<file path="config.mk">
export PLATFORM = sky130hd
export DESIGN_NAME = sorted_timer_queue_unit_flat
export DESIGN_NICKNAME = d
export VERILOG_FILES = /design/src/stq_pkg.sv /design/src/stq_req_if.sv /design/src/stq_rsp_if.sv /design/src/stq_cell.sv /design/src/stq_chain.sv /design/src/sorted_timer_queue_unit.sv /design/src/flat_wrapper.sv
export SDC_FILE = /design/constraint.sdc
export NUM_CORES = 2
export LEC_CHECK = 0
export BUFFER_PORTS_ARGS = -buffer_cell sky130_fd_sc_hd__buf_2
export CELL_PAD_IN_SITES_DETAIL_PLACEMENT = 0
export CELL_PAD_IN_SITES_GLOBAL_PLACEMENT = 1
export CORE_MARGIN = 2
export CORE_UTILIZATION = 30
export CTS_CLUSTER_DIAMETER = 40
export CTS_CLUSTER_SIZE = 30
export DETAILED_ROUTE_END_ITERATION = 10
export HOLD_SLACK_MARGIN = 0.08
export PLACE_DENSITY_LB_ADDON = 0.2
export SYNTH_ARGS = -nofsm -noshare
export SYNTH_HDL_FRONTEND = slang
export SYNTH_SLANG_ARGS = --single-unit
</file>
<file path="constraint.sdc">
create_clock -name clk -period 8.8 [get_ports clk]
set_input_delay 0.44 -clock clk [delete_from_list [all_inputs] [get_ports clk]]
set_output_delay 0.44 -clock clk [all_outputs]
set_load 0.02 [all_outputs]
</file>
<file path="src/stq_pkg.sv">
// Shared constants, codes and types of the sorted timer queue.
`default_nettype none
package stq_pkg;

    localparam int TIMER_SLOTS = 16;
    localparam int TIME_BITS   = 48;
    localparam int MAX_RESULTS = 16;
    localparam int SLOT_W      = $clog2(TIMER_SLOTS);
    localparam int ID_W        = 4;
    localparam int TIMEOUT_W   = 32;
    localparam int KIND_W      = 3;
    localparam int KEY_W       = (SLOT_W > ID_W) ? SLOT_W : ID_W;
    localparam int CNT_W       = (MAX_RESULTS > 1) ? $clog2(MAX_RESULTS) : 1;

    typedef enum logic [1:0] {
        OP_CREATE = 2'd0,
        OP_CHANGE = 2'd1,
        OP_DELETE = 2'd2,
        OP_TICK   = 2'd3
    } op_t;

    typedef enum logic [KIND_W-1:0] {
        KIND_CREATED = 3'd0,
        KIND_CHANGED = 3'd1,
        KIND_DELETED = 3'd2,
        KIND_EXPIRED = 3'd3,
        KIND_ERROR   = 3'd4
    } kind_t;

    typedef enum logic [1:0] {
        ST_FREE    = 2'd0,
        ST_ARMED   = 2'd1,
        ST_EXPIRED = 2'd2
    } status_t;

    typedef enum logic [2:0] {
        ACT_IDLE   = 3'd0,
        ACT_REMOVE = 3'd1,
        ACT_CMP    = 3'd2,
        ACT_INSERT = 3'd3,
        ACT_DUE    = 3'd4,
        ACT_FIRE   = 3'd5
    } act_t;

    typedef struct packed {
        logic [SLOT_W-1:0]    slot;
        logic [TIME_BITS-1:0] expiry;
    } key_t;

    typedef struct packed {
        status_t              status;
        logic [SLOT_W-1:0]    slot;
        logic [TIME_BITS-1:0] expiry;
    } cell_t;

    typedef struct packed {
        act_t            act;
        key_t            key;
        logic [ID_W-1:0] id;
    } ctl_t;

    typedef struct packed {
        logic              found;
        logic              full;
        logic [SLOT_W-1:0] free_slot;
        logic              any_due;
        logic              multi_due;
        logic [SLOT_W-1:0] due_slot;
    } stat_t;

    localparam cell_t FREE_CELL = '{status: ST_FREE, slot: '0, expiry: '0};

endpackage
`default_nettype wire

</file>
<file path="src/stq_req_if.sv">
// Request channel of the sorted timer queue.
`default_nettype none
interface stq_req_if;
    import stq_pkg::*;

    logic                 valid;
    logic                 ready;
    op_t                  op;
    logic [ID_W-1:0]      timer_id;
    logic [TIMEOUT_W-1:0] timeout;

    modport source (output valid, output op, output timer_id, output timeout, input ready);
    modport sink (input valid, input op, input timer_id, input timeout, output ready);
endinterface
`default_nettype wire

</file>
<file path="src/stq_rsp_if.sv">
// Result channel of the sorted timer queue.
`default_nettype none
interface stq_rsp_if;
    import stq_pkg::*;

    logic            valid;
    logic            ready;
    kind_t           kind;
    logic [ID_W-1:0] slot_id;
    logic            last;

    modport source (output valid, output kind, output slot_id, output last, input ready);
    modport sink (input valid, input kind, input slot_id, input last, output ready);
endinterface
`default_nettype wire

</file>
<file path="src/stq_cell.sv">
// One cell of the sorted timer chain: holds one timer and trades it with its neighbors.
`default_nettype none
module stq_cell (
    input  wire logic           clk,
    input  wire logic           rst_n,
    input  wire stq_pkg::ctl_t  ctl,
    input  wire stq_pkg::cell_t left_cell,
    input  wire stq_pkg::cell_t right_cell,
    input  wire logic           shift,
    input  wire logic           head,
    input  wire logic           fire,
    output stq_pkg::cell_t      contents,
    output logic                match,
    output logic                ge,
    output logic                due
);
    import stq_pkg::*;

    status_t              status_reg, status_next;
    logic [SLOT_W-1:0]    slot_reg, slot_next;
    logic [TIME_BITS-1:0] exp_reg, exp_next;
    logic                 ge_reg, ge_next;
    logic                 due_reg, due_next;
    logic [KEY_W-1:0]     own_key, id_key;

    assign own_key = KEY_W'(slot_reg);
    assign id_key  = KEY_W'(ctl.id);
    assign match   = (status_reg != ST_FREE) && (own_key == id_key);

    always_comb
    begin
        status_next = status_reg;
        slot_next   = slot_reg;
        exp_next    = exp_reg;
        ge_next     = ge_reg;
        due_next    = due_reg;
        unique case (ctl.act)
            ACT_IDLE:
            begin
            end
            ACT_REMOVE:
            begin
                if (shift)
                begin
                    status_next = right_cell.status;
                    slot_next   = right_cell.slot;
                    exp_next    = right_cell.expiry;
                end
            end
            ACT_CMP:
            begin
                ge_next = (status_reg == ST_ARMED) && (ctl.key.expiry >= exp_reg);
            end
            ACT_INSERT:
            begin
                if (shift && head)
                begin
                    status_next = ST_ARMED;
                    slot_next   = ctl.key.slot;
                    exp_next    = ctl.key.expiry;
                end
                else if (shift)
                begin
                    status_next = left_cell.status;
                    slot_next   = left_cell.slot;
                    exp_next    = left_cell.expiry;
                end
            end
            ACT_DUE:
            begin
                due_next = (status_reg == ST_ARMED) && (exp_reg <= ctl.key.expiry);
            end
            ACT_FIRE:
            begin
                if (fire)
                begin
                    status_next = ST_EXPIRED;
                    due_next    = 1'b0;
                end
            end
            default:
            begin
            end
        endcase
    end

    always_ff @(posedge clk or negedge rst_n)
    begin
        if (!rst_n)
        begin
            status_reg <= ST_FREE;
            ge_reg     <= 1'b0;
            due_reg    <= 1'b0;
        end
        else
        begin
            status_reg <= status_next;
            ge_reg     <= ge_next;
            due_reg    <= due_next;
        end
    end

    always_ff @(posedge clk)
    begin
        slot_reg <= slot_next;
        exp_reg  <= exp_next;
    end

    assign contents = '{status: status_reg, slot: slot_reg, expiry: exp_reg};
    assign ge       = ge_reg;
    assign due      = due_reg;

endmodule
`default_nettype wire

</file>
<file path="src/stq_chain.sv">
// Row of timer cells with the shift, free-slot and due-timer logic around it.
`default_nettype none
module stq_chain (
    input  wire logic          clk,
    input  wire logic          rst_n,
    input  wire stq_pkg::ctl_t ctl,
    output stq_pkg::stat_t     stat
);
    import stq_pkg::*;

    cell_t                  cells [TIMER_SLOTS];
    cell_t                  left_in [TIMER_SLOTS];
    cell_t                  right_in [TIMER_SLOTS];
    logic [TIMER_SLOTS-1:0] match, ge, due, shl, sfx, shr, head, shift, due_low;
    logic [TIMER_SLOTS-1:0] used;
    logic [SLOT_W-1:0]      free_slot, due_slot;

    genvar i;
    generate
        for (i = 0; i < TIMER_SLOTS; i++)
        begin : g_cell
            if (i == 0)
            begin : g_first
                assign left_in[i] = FREE_CELL;
                assign shl[i]     = match[i];
                assign head[i]    = shr[i];
            end
            else
            begin : g_rest
                assign left_in[i] = cells[i-1];
                assign shl[i]     = shl[i-1] | match[i];
                assign head[i]    = shr[i] & ~shr[i-1];
            end

            if (i == TIMER_SLOTS - 1)
            begin : g_last
                assign right_in[i] = FREE_CELL;
                assign sfx[i]      = ge[i];
            end
            else
            begin : g_inner
                assign right_in[i] = cells[i+1];
                assign sfx[i]      = ge[i] | sfx[i+1];
            end

            assign shr[i]   = ~sfx[i];
            assign shift[i] = (ctl.act == ACT_REMOVE) ? shl[i] : shr[i];

            stq_cell u_cell (
                .clk        (clk),
                .rst_n      (rst_n),
                .ctl        (ctl),
                .left_cell  (left_in[i]),
                .right_cell (right_in[i]),
                .shift      (shift[i]),
                .head       (head[i]),
                .fire       (due_low[i]),
                .contents   (cells[i]),
                .match      (match[i]),
                .ge         (ge[i]),
                .due        (due[i])
            );
        end
    endgenerate

    assign due_low = due & ((~due) + TIMER_SLOTS'(1));

    always_comb
    begin
        used = '0;
        for (int k = 0; k < TIMER_SLOTS; k++)
        begin
            if (cells[k].status != ST_FREE)
            begin
                used[cells[k].slot] = 1'b1;
            end
        end
        free_slot = '0;
        for (int s = TIMER_SLOTS - 1; s >= 0; s--)
        begin
            if (!used[s])
            begin
                free_slot = SLOT_W'(s);
            end
        end
        due_slot = '0;
        for (int k = 0; k < TIMER_SLOTS; k++)
        begin
            if (due_low[k])
            begin
                due_slot = due_slot | cells[k].slot;
            end
        end
    end

    assign stat.found     = |match;
    assign stat.full      = (cells[TIMER_SLOTS-1].status != ST_FREE);
    assign stat.free_slot = free_slot;
    assign stat.any_due   = |due;
    assign stat.multi_due = (due & (due - TIMER_SLOTS'(1))) != '0;
    assign stat.due_slot  = due_slot;

endmodule
`default_nettype wire

</file>
<file path="src/sorted_timer_queue_unit.sv">
// Top level of the sorted timer queue: command sequencer, time counter and result register.
// A delete passes S_REMOVE, a create S_CREATE and S_INSERT, a change S_REMOVE, S_CMP and
// S_INSERT; an error or a full-queue create goes straight on to S_SEND, which loads the result.
// A tick steps the time in S_IDLE and marks due cells in S_DUE, then gives one expired result
// per cycle while the result register is free, earliest first, and then returns to S_IDLE.
// Reset clears the time and marks every cell free at once; no clearing pass is needed.
`default_nettype none
module sorted_timer_queue_unit (
    input wire logic clk,
    input wire logic rst_n,
    stq_req_if.sink   req,
    stq_rsp_if.source rsp
);
    import stq_pkg::*;

    typedef enum logic [2:0] {
        S_IDLE,
        S_CREATE,
        S_REMOVE,
        S_CMP,
        S_INSERT,
        S_SEND,
        S_DUE,
        S_FIRE
    } state_t;

    state_t               state_reg;
    op_t                  op_reg;
    logic [ID_W-1:0]      id_reg;
    logic [SLOT_W-1:0]    slot_reg;
    logic [TIME_BITS-1:0] exp_reg;
    logic [TIME_BITS-1:0] time_reg;
    logic [CNT_W-1:0]     n_reg;
    kind_t                res_kind_reg;
    logic [ID_W-1:0]      res_slot_reg;
    logic                 out_valid_reg;
    kind_t                out_kind_reg;
    logic [ID_W-1:0]      out_slot_reg;
    logic                 out_last_reg;

    ctl_t                 ctl;
    stat_t                stat;
    logic                 out_free;
    logic                 out_load;
    logic                 fire_last;
    logic [TIME_BITS:0]   exp_sum;
    logic [TIME_BITS-1:0] new_exp;
    logic [KEY_W-1:0]     id_key, slot_key, due_key;

    assign out_free  = !out_valid_reg || rsp.ready;
    assign out_load  = ((state_reg == S_SEND) || ((state_reg == S_FIRE) && stat.any_due))
                       && out_free;
    assign exp_sum   = {1'b0, time_reg} + (TIME_BITS+1)'(req.timeout);
    assign new_exp   = exp_sum[TIME_BITS] ? '1 : exp_sum[TIME_BITS-1:0];
    assign id_key    = KEY_W'(id_reg);
    assign slot_key  = KEY_W'(slot_reg);
    assign due_key   = KEY_W'(stat.due_slot);
    assign fire_last = !stat.multi_due || (n_reg == CNT_W'(MAX_RESULTS - 1));

    stq_chain u_chain (
        .clk   (clk),
        .rst_n (rst_n),
        .ctl   (ctl),
        .stat  (stat)
    );

    always_comb
    begin
        ctl.act        = ACT_IDLE;
        ctl.key.slot   = slot_reg;
        ctl.key.expiry = exp_reg;
        ctl.id         = id_reg;
        unique case (state_reg)
            S_CREATE:
            begin
                if (!stat.full)
                begin
                    ctl.act = ACT_CMP;
                end
            end
            S_REMOVE:
            begin
                if (stat.found)
                begin
                    ctl.act = ACT_REMOVE;
                end
            end
            S_CMP:
            begin
                ctl.act = ACT_CMP;
            end
            S_INSERT:
            begin
                ctl.act = ACT_INSERT;
            end
            S_DUE:
            begin
                ctl.act        = ACT_DUE;
                ctl.key.expiry = time_reg;
            end
            S_FIRE:
            begin
                if (stat.any_due && out_free)
                begin
                    ctl.act = ACT_FIRE;
                end
            end
            default:
            begin
            end
        endcase
    end

    always_ff @(posedge clk or negedge rst_n)
    begin
        if (!rst_n)
        begin
            state_reg     <= S_IDLE;
            time_reg      <= '0;
            n_reg         <= '0;
            out_valid_reg <= 1'b0;
        end
        else
        begin
            out_valid_reg <= out_load || (out_valid_reg && !rsp.ready);
            unique case (state_reg)
                S_IDLE:
                begin
                    if (req.valid)
                    begin
                        op_reg  <= req.op;
                        id_reg  <= req.timer_id;
                        exp_reg <= new_exp;
                        n_reg   <= '0;
                        unique case (req.op)
                            OP_CREATE:
                            begin
                                state_reg <= S_CREATE;
                            end
                            OP_CHANGE, OP_DELETE:
                            begin
                                state_reg <= S_REMOVE;
                            end
                            OP_TICK:
                            begin
                                if (time_reg != '1)
                                begin
                                    time_reg <= time_reg + TIME_BITS'(1);
                                end
                                state_reg <= S_DUE;
                            end
                        endcase
                    end
                end
                S_CREATE:
                begin
                    if (stat.full)
                    begin
                        res_kind_reg <= KIND_ERROR;
                        res_slot_reg <= '0;
                        state_reg    <= S_SEND;
                    end
                    else
                    begin
                        slot_reg     <= stat.free_slot;
                        res_kind_reg <= KIND_CREATED;
                        state_reg    <= S_INSERT;
                    end
                end
                S_REMOVE:
                begin
                    res_slot_reg <= id_reg;
                    if (!stat.found)
                    begin
                        res_kind_reg <= KIND_ERROR;
                        state_reg    <= S_SEND;
                    end
                    else if (op_reg == OP_CHANGE)
                    begin
                        slot_reg     <= id_key[SLOT_W-1:0];
                        res_kind_reg <= KIND_CHANGED;
                        state_reg    <= S_CMP;
                    end
                    else
                    begin
                        res_kind_reg <= KIND_DELETED;
                        state_reg    <= S_SEND;
                    end
                end
                S_CMP:
                begin
                    state_reg <= S_INSERT;
                end
                S_INSERT:
                begin
                    res_slot_reg <= slot_key[ID_W-1:0];
                    state_reg    <= S_SEND;
                end
                S_SEND:
                begin
                    if (out_free)
                    begin
                        out_kind_reg  <= res_kind_reg;
                        out_slot_reg  <= res_slot_reg;
                        out_last_reg  <= 1'b1;
                        state_reg     <= S_IDLE;
                    end
                end
                S_DUE:
                begin
                    state_reg <= S_FIRE;
                end
                S_FIRE:
                begin
                    if (!stat.any_due)
                    begin
                        state_reg <= S_IDLE;
                    end
                    else if (out_free)
                    begin
                        out_kind_reg  <= KIND_EXPIRED;
                        out_slot_reg  <= due_key[ID_W-1:0];
                        out_last_reg  <= fire_last;
                        n_reg         <= n_reg + CNT_W'(1);
                        if (fire_last)
                        begin
                            state_reg <= S_IDLE;
                        end
                    end
                end
                default:
                begin
                    state_reg <= S_IDLE;
                end
            endcase
        end
    end

    assign req.ready   = (state_reg == S_IDLE);
    assign rsp.valid   = out_valid_reg;
    assign rsp.kind    = out_kind_reg;
    assign rsp.slot_id = out_slot_reg;
    assign rsp.last    = out_last_reg;

`ifndef SYNTHESIS
    a_fire_needs_room: assert property (@(posedge clk) disable iff (!rst_n)
        (ctl.act == ACT_FIRE) |-> out_free)
        else $error("timer fired while the result register was blocked");

    a_insert_not_full: assert property (@(posedge clk) disable iff (!rst_n)
        (ctl.act == ACT_INSERT) |-> !stat.full)
        else $error("insert into a full chain");

    a_time_monotonic: assert property (@(posedge clk) disable iff (!rst_n)
        (state_reg != S_IDLE) |=> (time_reg >= $past(time_reg)))
        else $error("current time went backwards");

    a_single_last: assert property (@(posedge clk) disable iff (!rst_n)
        (rsp.valid && (rsp.kind != KIND_EXPIRED)) |-> rsp.last)
        else $error("command result not marked as last");
`endif

endmodule
`default_nettype wire

</file>
<file path="src/flat_wrapper.sv">
// flat-port wrapper written by rule: the top's interface ports become plain ports
module sorted_timer_queue_unit_flat import stq_pkg::*;
  (clk, rst_n, req_valid, req_op, req_timer_id, req_timeout, req_ready, rsp_valid, rsp_kind, rsp_slot_id, rsp_last, rsp_ready);
  stq_req_if req_i ();
  stq_rsp_if rsp_i ();
  input wire logic clk;
  input wire logic rst_n;
  input wire logic [$bits(req_i.valid)-1:0] req_valid;
  input wire logic [$bits(req_i.op)-1:0] req_op;
  input wire logic [$bits(req_i.timer_id)-1:0] req_timer_id;
  input wire logic [$bits(req_i.timeout)-1:0] req_timeout;
  output wire logic [$bits(req_i.ready)-1:0] req_ready;
  output wire logic [$bits(rsp_i.valid)-1:0] rsp_valid;
  output wire logic [$bits(rsp_i.kind)-1:0] rsp_kind;
  output wire logic [$bits(rsp_i.slot_id)-1:0] rsp_slot_id;
  output wire logic [$bits(rsp_i.last)-1:0] rsp_last;
  input wire logic [$bits(rsp_i.ready)-1:0] rsp_ready;
  assign req_i.valid = req_valid;
  assign req_i.op = req_op;
  assign req_i.timer_id = req_timer_id;
  assign req_i.timeout = req_timeout;
  assign req_ready = req_i.ready;
  assign rsp_valid = rsp_i.valid;
  assign rsp_kind = rsp_i.kind;
  assign rsp_slot_id = rsp_i.slot_id;
  assign rsp_last = rsp_i.last;
  assign rsp_i.ready = rsp_ready;
  sorted_timer_queue_unit u_core (.clk(clk), .rst_n(rst_n), .req(req_i), .rsp(rsp_i));
endmodule
</file>
# Word level (Yosys, flattened, before mapping)

Cells that the tools add are included.

Flip-flop bits (word level): 1,025
Input port bits: 42
Output and inout port bits: 10

Add/sub/neg operators: 5
Order comparisons: 64
Equal/unequal tests: 108
Mux-type cells: 377
Bitwise logic cells: 94
Reductions and logical operators: 176

Operators by type and width:

| operator                                                                     | number |
|---|---|
| 48-bit two-way mux                                                           | 49 |
| 48-bit case mux with 2 select lines                                          | 16 |
| 48-bit >= comparator                                                         | 16 |
| 48-bit <= comparator                                                         | 16 |
| 4-bit two-way mux                                                            | 90 |
| 16-bit two-way mux                                                           | 16 |
| 16-bit bitwise OR                                                            | 15 |
| 4-bit case mux with 2 select lines                                           | 19 |
| 2-bit two-way mux                                                            | 66 |
| 2-bit case mux with 3 select lines                                           | 16 |
| 1-bit logical AND                                                            | 84 |
| 4-bit by 5-bit less-than comparator with 1-bit output, second input constant | 16 |
| 4-bit AND reduction                                                          | 19 |
| 1-bit demux with 4-bit select                                                | 16 |
| 4-bit == test                                                                | 16 |
| 4-bit by 1-bit >= comparator with 1-bit output, second input constant        | 16 |
| 4-bit bitwise OR                                                             | 15 |
| 3-bit AND reduction                                                          | 18 |
| 1-bit two-way mux                                                            | 53 |
| 48-bit by 32-bit adder with 49-bit output                                    | 1 |
| 48-bit by 1-bit adder with 48-bit output, second input constant              | 1 |
| 3-bit by 1-bit inequality test with 1-bit output, second input constant      | 16 |
| 48-bit inequality test, second input constant                                | 1 |
| 2-bit by 1-bit inequality test with 1-bit output, second input constant      | 22 |
| other kinds (34)                                                             | 211 |

# Depth between registers and ports, before layout

Word-level depth: 53
Gate-level depth with buffers: 18

# By module

From an unflattened synthesis, not the netlist that was laid out.

Cell total of the unflattened synthesis: 8,419
Area total of the unflattened synthesis: 78,545.3 sq um

Modules (own cells, without submodules):

| module                  | instances | cells an instance | area an instance (sq um) |
|---|---|---|---|
| stq_cell                | 16        | 436               | 4,164.0 |
| sorted_timer_queue_unit | 1         | 782               | 8,008.9 |
| stq_chain               | 1         | 661               | 3,912.5 |

# Worst setup path before layout

No wires, ideal clock.

Kind: register to register
From: register u_core.u_chain.g_cell[14].u_cell.ge_reg
To: register u_core.u_chain.g_cell[0].u_cell.exp_reg[0] (enable)
Setup time: 0.541 ns
Arrival time: 6.568 ns
Setup slack: 1.691 ns
Cell stages (with the launch flop): 11
Period minus slack after synthesis: 7.109 ns
Cells stage by stage: dfrtp_1 or3_1 or4_1 or2_1 clkbuf_1 or4_4 nor3_2 nand2b_1 clkbuf_1 a21oi_1 a21boi_0

Cells in the longest elaborated chain, start to end: 20
Elaborated cells on any way between the ends: 21

Ends and longest elaborated chain:

| what                                                              | RTL line        | RTL |
|---|---|---|
| from (decl)                                                       | stq_cell.sv:22  | `logic ge_reg, ge_next;` |
| from (signal assigned)                                            | stq_cell.sv:98  | `ge_reg <= ge_next;` |
| 1-bit bitwise OR * (15 in series)                                 | stq_chain.sv:43 | `assign sfx[i] = ge[i] \| sfx[i+1];` |
| 1-bit inverter *                                                  | stq_chain.sv:46 | `assign shr[i] = ~sfx[i];` |
| 1-bit two-way mux                                                 | stq_chain.sv:47 | `assign shift[i] = (ctl.act == ACT_REMOVE) ? shl[i] : shr[i];` |
| 1-bit logical AND                                                 | stq_cell.sv:56  | `if (shift && head)` |
| 3-bit by 1-bit inequality test with 1-bit output (no source line) | n/a             |  |
| 3-bit AND reduction (no source line) *                            | n/a             |  |
| to (signal assigned)                                              | stq_cell.sv:106 | `exp_reg <= exp_next;` |
| to (decl)                                                         | stq_cell.sv:21  | `logic [TIME_BITS-1:0] exp_reg, exp_next;` |

Every way passes the cells marked *; elsewhere a longest branch is shown, timed or not.
A chain may end at the register's enable or synchronous reset.

# Worst setup path in the final report

From: register u_core.state_reg[1]
To: register u_core.u_chain.g_cell[10].u_cell.due_reg

Cells in the longest elaborated chain, start to end: 5
Elaborated cells on any way between the ends: 16

Ends and longest elaborated chain:

| what                                                                             | RTL line                       | RTL |
|---|---|---|
| from (decl)                                                                      | sorted_timer_queue_unit.sv:27  | `state_t state_reg;` |
| from (signal assigned)                                                           | sorted_timer_queue_unit.sv:118 | `state_reg <= S_IDLE;` |
| from (signal assigned)                                                           | sorted_timer_queue_unit.sv:138 | `state_reg <= S_CREATE;` |
| from (signal assigned)                                                           | sorted_timer_queue_unit.sv:142 | `state_reg <= S_REMOVE;` |
| 3-bit == test, or another cell as far along                                      | sorted_timer_queue_unit.sv:73  | `unique case (state_reg)` |
| 48-bit two-way mux / 3-bit case mux with 6 select lines (equally long branches)  | sorted_timer_queue_unit.sv:73  |  |
| 48-bit <= comparator / 3-bit == test (equally long branches)                     | stq_cell.sv:71, stq_cell.sv:37 |  |
| 1-bit logical AND, or another cell as far along                                  | stq_cell.sv:71                 | `due_next = (status_reg == ST_ARMED) && (exp_reg <= ctl.key.expiry);` |
| 1-bit case mux with 2 select lines / 2-bit AND reduction (equally long branches) | n/a                            |  |
| to (signal assigned)                                                             | stq_cell.sv:99                 | `due_reg <= due_next;` |
| to (decl)                                                                        | stq_cell.sv:23                 | `logic due_reg, due_next;` |

Several ways; a longest one is shown, not always the timed one.

==> insert_results.sql <==
INSERT INTO impl_metrics (metric_group, metric, value, unit) VALUES
('pwr', 'leakage', '0.03673', 'µW'),
('place', 'detailed_place.area', '0.07709', 'mm²'),
('synthesis', 'netlist_instances', '7856', ''),
('final_layout', 'top_library_cells_by_usage_in_the_layout_fill_and_taps_aside', '905 x edfxtp_1, 856 x inv_1, 802 x ha_1, 623 x nand2_1, 604 x o21ai_0', ''),
('run_status', 'status', 'finished, violations left', ''),
('routing', 'firstDrtPassIters', '6', ''),
('global_route', 'antenna_found_initial', '23', ''),
('sta', 'final_min_period_over_clock_period', '0.8516', ''),
('routing', 'post-route-drc-count', '0', ''),
('critical_path', 'worst-setup-path-type', 'reg2reg', ''),
('pwr', 'power.density', '489.2', 'mW/mm²'),
('critical_path', 'critical_path.reg2reg.startpoint', 'u_core.state_reg[1]', ''),
('floorplanning', 'die_width', '497.3', 'µm'),
('floorplanning', 'floorplan.core_area', '0.2425', 'mm²'),
('floorplanning', 'floorplan.initialDensity', '0.3010', ''),
('global_route', 'wire_length_of_the_first_global_routing_pass', '496.7', 'mm'),
('routing', 'count_of_vias_placed_by_the_detailed_router', '67060', ''),
('clock_network', 'cts_max_level', '5', ''),
('critical_path', 'critPathLaunchType', 'flip-flop', ''),
('final_layout', 'fillers', '24650', ''),
('sta', 'rsz0062_at_grt', 'false', ''),
('critical_path', 'r2r_cells', '15', ''),
('worst_hold_path', 'hold_path.class', 'in2reg', ''),
('critical_path', 'required', '9620', 'ps'),
('sta', 'timing.setup.tns', '0', 'ps'),
('final_layout', 'drive_above_1_share', '0.09026', ''),
('synthesis', 'yosys.cell_types.count', '89', ''),
('critical_path', 'worstPathArrival', '8320', 'ps'),
('final_layout', 'num-nets-final', '8766', ''),
('pwr', 'share_seq_of_total_power', '0.276', ''),
('final_layout', 'finalCoreUtilization', '0.3569', ''),
('run_status', 'violations', 'max-capacitance violations', ''),
('sta', 'report.final.hold_viol_count', '0', ''),
('synthesis', 'ys_async_sr_fraction', '0.1171', ''),
('sta', 'timing.final.max_slew_violations', '0', ''),
('sta', 'worst_pin_slew', '1462', 'ps'),
('worst_hold_path', 'worstHoldEndpoint', 'u_core.exp_reg[13]', ''),
('pwr', 'power.clock.fraction', '0.238', ''),
('clock_network', 'postCtsHoldBufs', '40', ''),
('place', 'place.detailed.instances', '10800', ''),
('clock_network', 'clk_transition_reported_paths', '50', 'ps'),
('critical_path', 'cp-end-kind', 'flip-flop', ''),
('floorplanning', 'ioPinCount', '52', ''),
('global_route', 'first_global_vias', '64350', ''),
('synthesis', 'synth_flop_cell', 'edfxtp_1', ''),
('clock_network', 'cts_tree', 'built', ''),
('worst_hold_path', 'holdCritStartpoint', 'req_timeout[13]', ''),
('synthesis', 'postSynthNetCount', '8701', ''),
('clock_network', 'clock_root_buffer', 'clkbuf_16', ''),
('routing', 'antenna_violating_nets_post_route', '0', ''),
('worst_hold_path', 'holdPathStages', '4', ''),
('global_route', 'grt_usage', '0.2771', ''),
('final_layout', 'layout.cells.most_common', 'edfxtp_1', ''),
('flow_run', 'cap_viol_max_count', '1', ''),
('synthesis', 'yosysWarningCount', '0', ''),
('sta', 'min_period', '7494', 'ps'),
('synthesis', 'yosysSeqAreaShare', '0.4134', ''),
('place', 'detailedPlacementHpwl', '249.4', 'mm'),
('routing', 'avgRoutedWirePerCell', '31.37', 'µm'),
('pwr', 'comb_power_share', '0.486', ''),
('pwr', 'power.share.switching', '0.4758', ''),
('final_layout', 'stdcell_count', '11330', ''),
('synthesis', 'mappedNetlistArea', '0.07300', 'mm²'),
('sta', 'finalClockSkew', '73.69', 'ps'),
('routing', 'drt_wl_total', '355.4', 'mm'),
('floorplanning', 'chipHeight', '497.3', 'µm'),
('place', 'gpl.final_weighted_congestion', '0.9584', ''),
('pwr', 'ir_drop', '0.5395', 'mV'),
('global_route', 'global_route.overflow_total', '0', ''),
('clock_network', 'cts.sinks', '1025', ''),
('global_route', 'grt_start_max_net_pins', '186', '');
-- final cells by class --
class	instances	area (µm²)	area share
Antenna cell	7	17.52	0.0002023
Clock buffer	341	7515	0.08680
Clock inverter	141	1541	0.01780
Inverter	856	3213	0.03711
Multi-Input combinational cell	5498	38060	0.4396
Sequential cell	1025	30180	0.3486
Tap cell	3202	4006	0.04627
Timing Repair Buffer	260	2046	0.02363
-- power groups by stage --
stage / Clock, µW / Sequential, µW / Combinational (µW)
floorplan: 0 / 10700 / 12100
global placement: 0 / 11600 / 20000
detailed placement: 0 / 11600 / 20000
CTS: 10200 / 11600 / 20200
global route: 10400 / 11900 / 22000
finish: 10100 / 11700 / 20600
-- cell families (layout without fill, tap and decap cells) --
group / after synthesis / count (layout) / synth area share
AOI/OAI and AO/OA: 2237 / 2237 / 0.2035
xor gates and xnor gates: 138 / 138 / 0.01656
adders and majority gates: 806 / 806 / 0.1381
buffers and inverters: 1333 / 1598 / 0.07007
DFF: 1025 / 1025 / 0.4134
muxes: 93 / 93 / 0.01309
other: 0 / 7 / 0
and+or+nand+nor: 2224 / 2224 / 0.1452
-- critical path, cell delays in order (launching register included) --
cell and delay [ps]:
dfrtp_1 550, nor2b_1 500, nand2_4 430, buf_4 370, buf_4 290, mux2i_1 650, inv_1 300, buf_4 310
ha_1 370, nand4_1 290, or4_1 510, o31ai_1 810, a21oi_1 410, o41ai_1 1000, nand3b_1 200, o21ai_0 210
-- per-stage QoR --
stage	power, µW	setup slack [ps]
floorplan	22780	1691
global placement	31610	1867
detailed placement	31660	1625
CTS	41940	1568
global route	44310	1289
finish	42350	1306
-- routing by layer --
metal | wire length (µm) | GRT usage
met5 | 51 | 0
met4 | 12190 | 0.09226
met3 | 29820 | 0.04845
met2 | 157300 | 0.4305
met1 | 156100 | 0.3875
-- worst max-delay path by stage --
stage,slack [ps],from,end
floorplan,1690,u_core.u_chain.g_cell[14].u_cell.ge,u_core.u_chain.g_cell[0].u_cell.exp_reg[0]
global placement,1870,u_core.state_reg[1],u_core.u_chain.g_cell[10].u_cell.ge
detailed placement,1630,u_core.state_reg[1],u_core.u_chain.g_cell[10].u_cell.due
CTS,1570,u_core.state_reg[1],u_core.u_chain.g_cell[10].u_cell.due
global route,1290,u_core.state_reg[1],u_core.u_chain.g_cell[10].u_cell.due
finish,1310,u_core.state_reg[1],u_core.u_chain.g_cell[10].u_cell.due
-- cell usage after synthesis (30+ instances only) --
| library cell | count | area (µm²) |
|---|---|---|
| edfxtp_1 | 905 | 27180 |
| inv_1 | 856 | 3213 |
| ha_1 | 802 | 10030 |
| nand2_1 | 630 | 2365 |
| o21ai_0 | 611 | 3058 |
| nand3_1 | 507 | 2537 |
| nor2_1 | 429 | 1610 |
| o221ai_1 | 379 | 3319 |
| clkbuf_1 | 376 | 1411 |
| a21oi_1 | 341 | 1707 |
| a21o_1 | 196 | 1471 |
| o22ai_1 | 165 | 1032 |
| nor3_1 | 157 | 785.8 |
| nand4_1 | 148 | 925.9 |
| dfrtp_1 | 120 | 3003 |
| a211oi_1 | 98 | 735.7 |
| xnor2_1 | 95 | 832.1 |
| o211ai_1 | 93 | 698.2 |
| nand2b_1 | 85 | 531.8 |
| mux2i_1 | 73 | 730.7 |
| nor2b_1 | 66 | 412.9 |
| a22oi_1 | 63 | 473.0 |
| a31oi_1 | 53 | 331.6 |
| buf_1 | 51 | 191.4 |
| xor2_1 | 43 | 376.6 |
| buf_2 | 41 | 205.2 |
| nor4_1 | 37 | 231.5 |
| or3_1 | 30 | 187.7 |
Note: power is estimated with default switching activity, not from simulation.
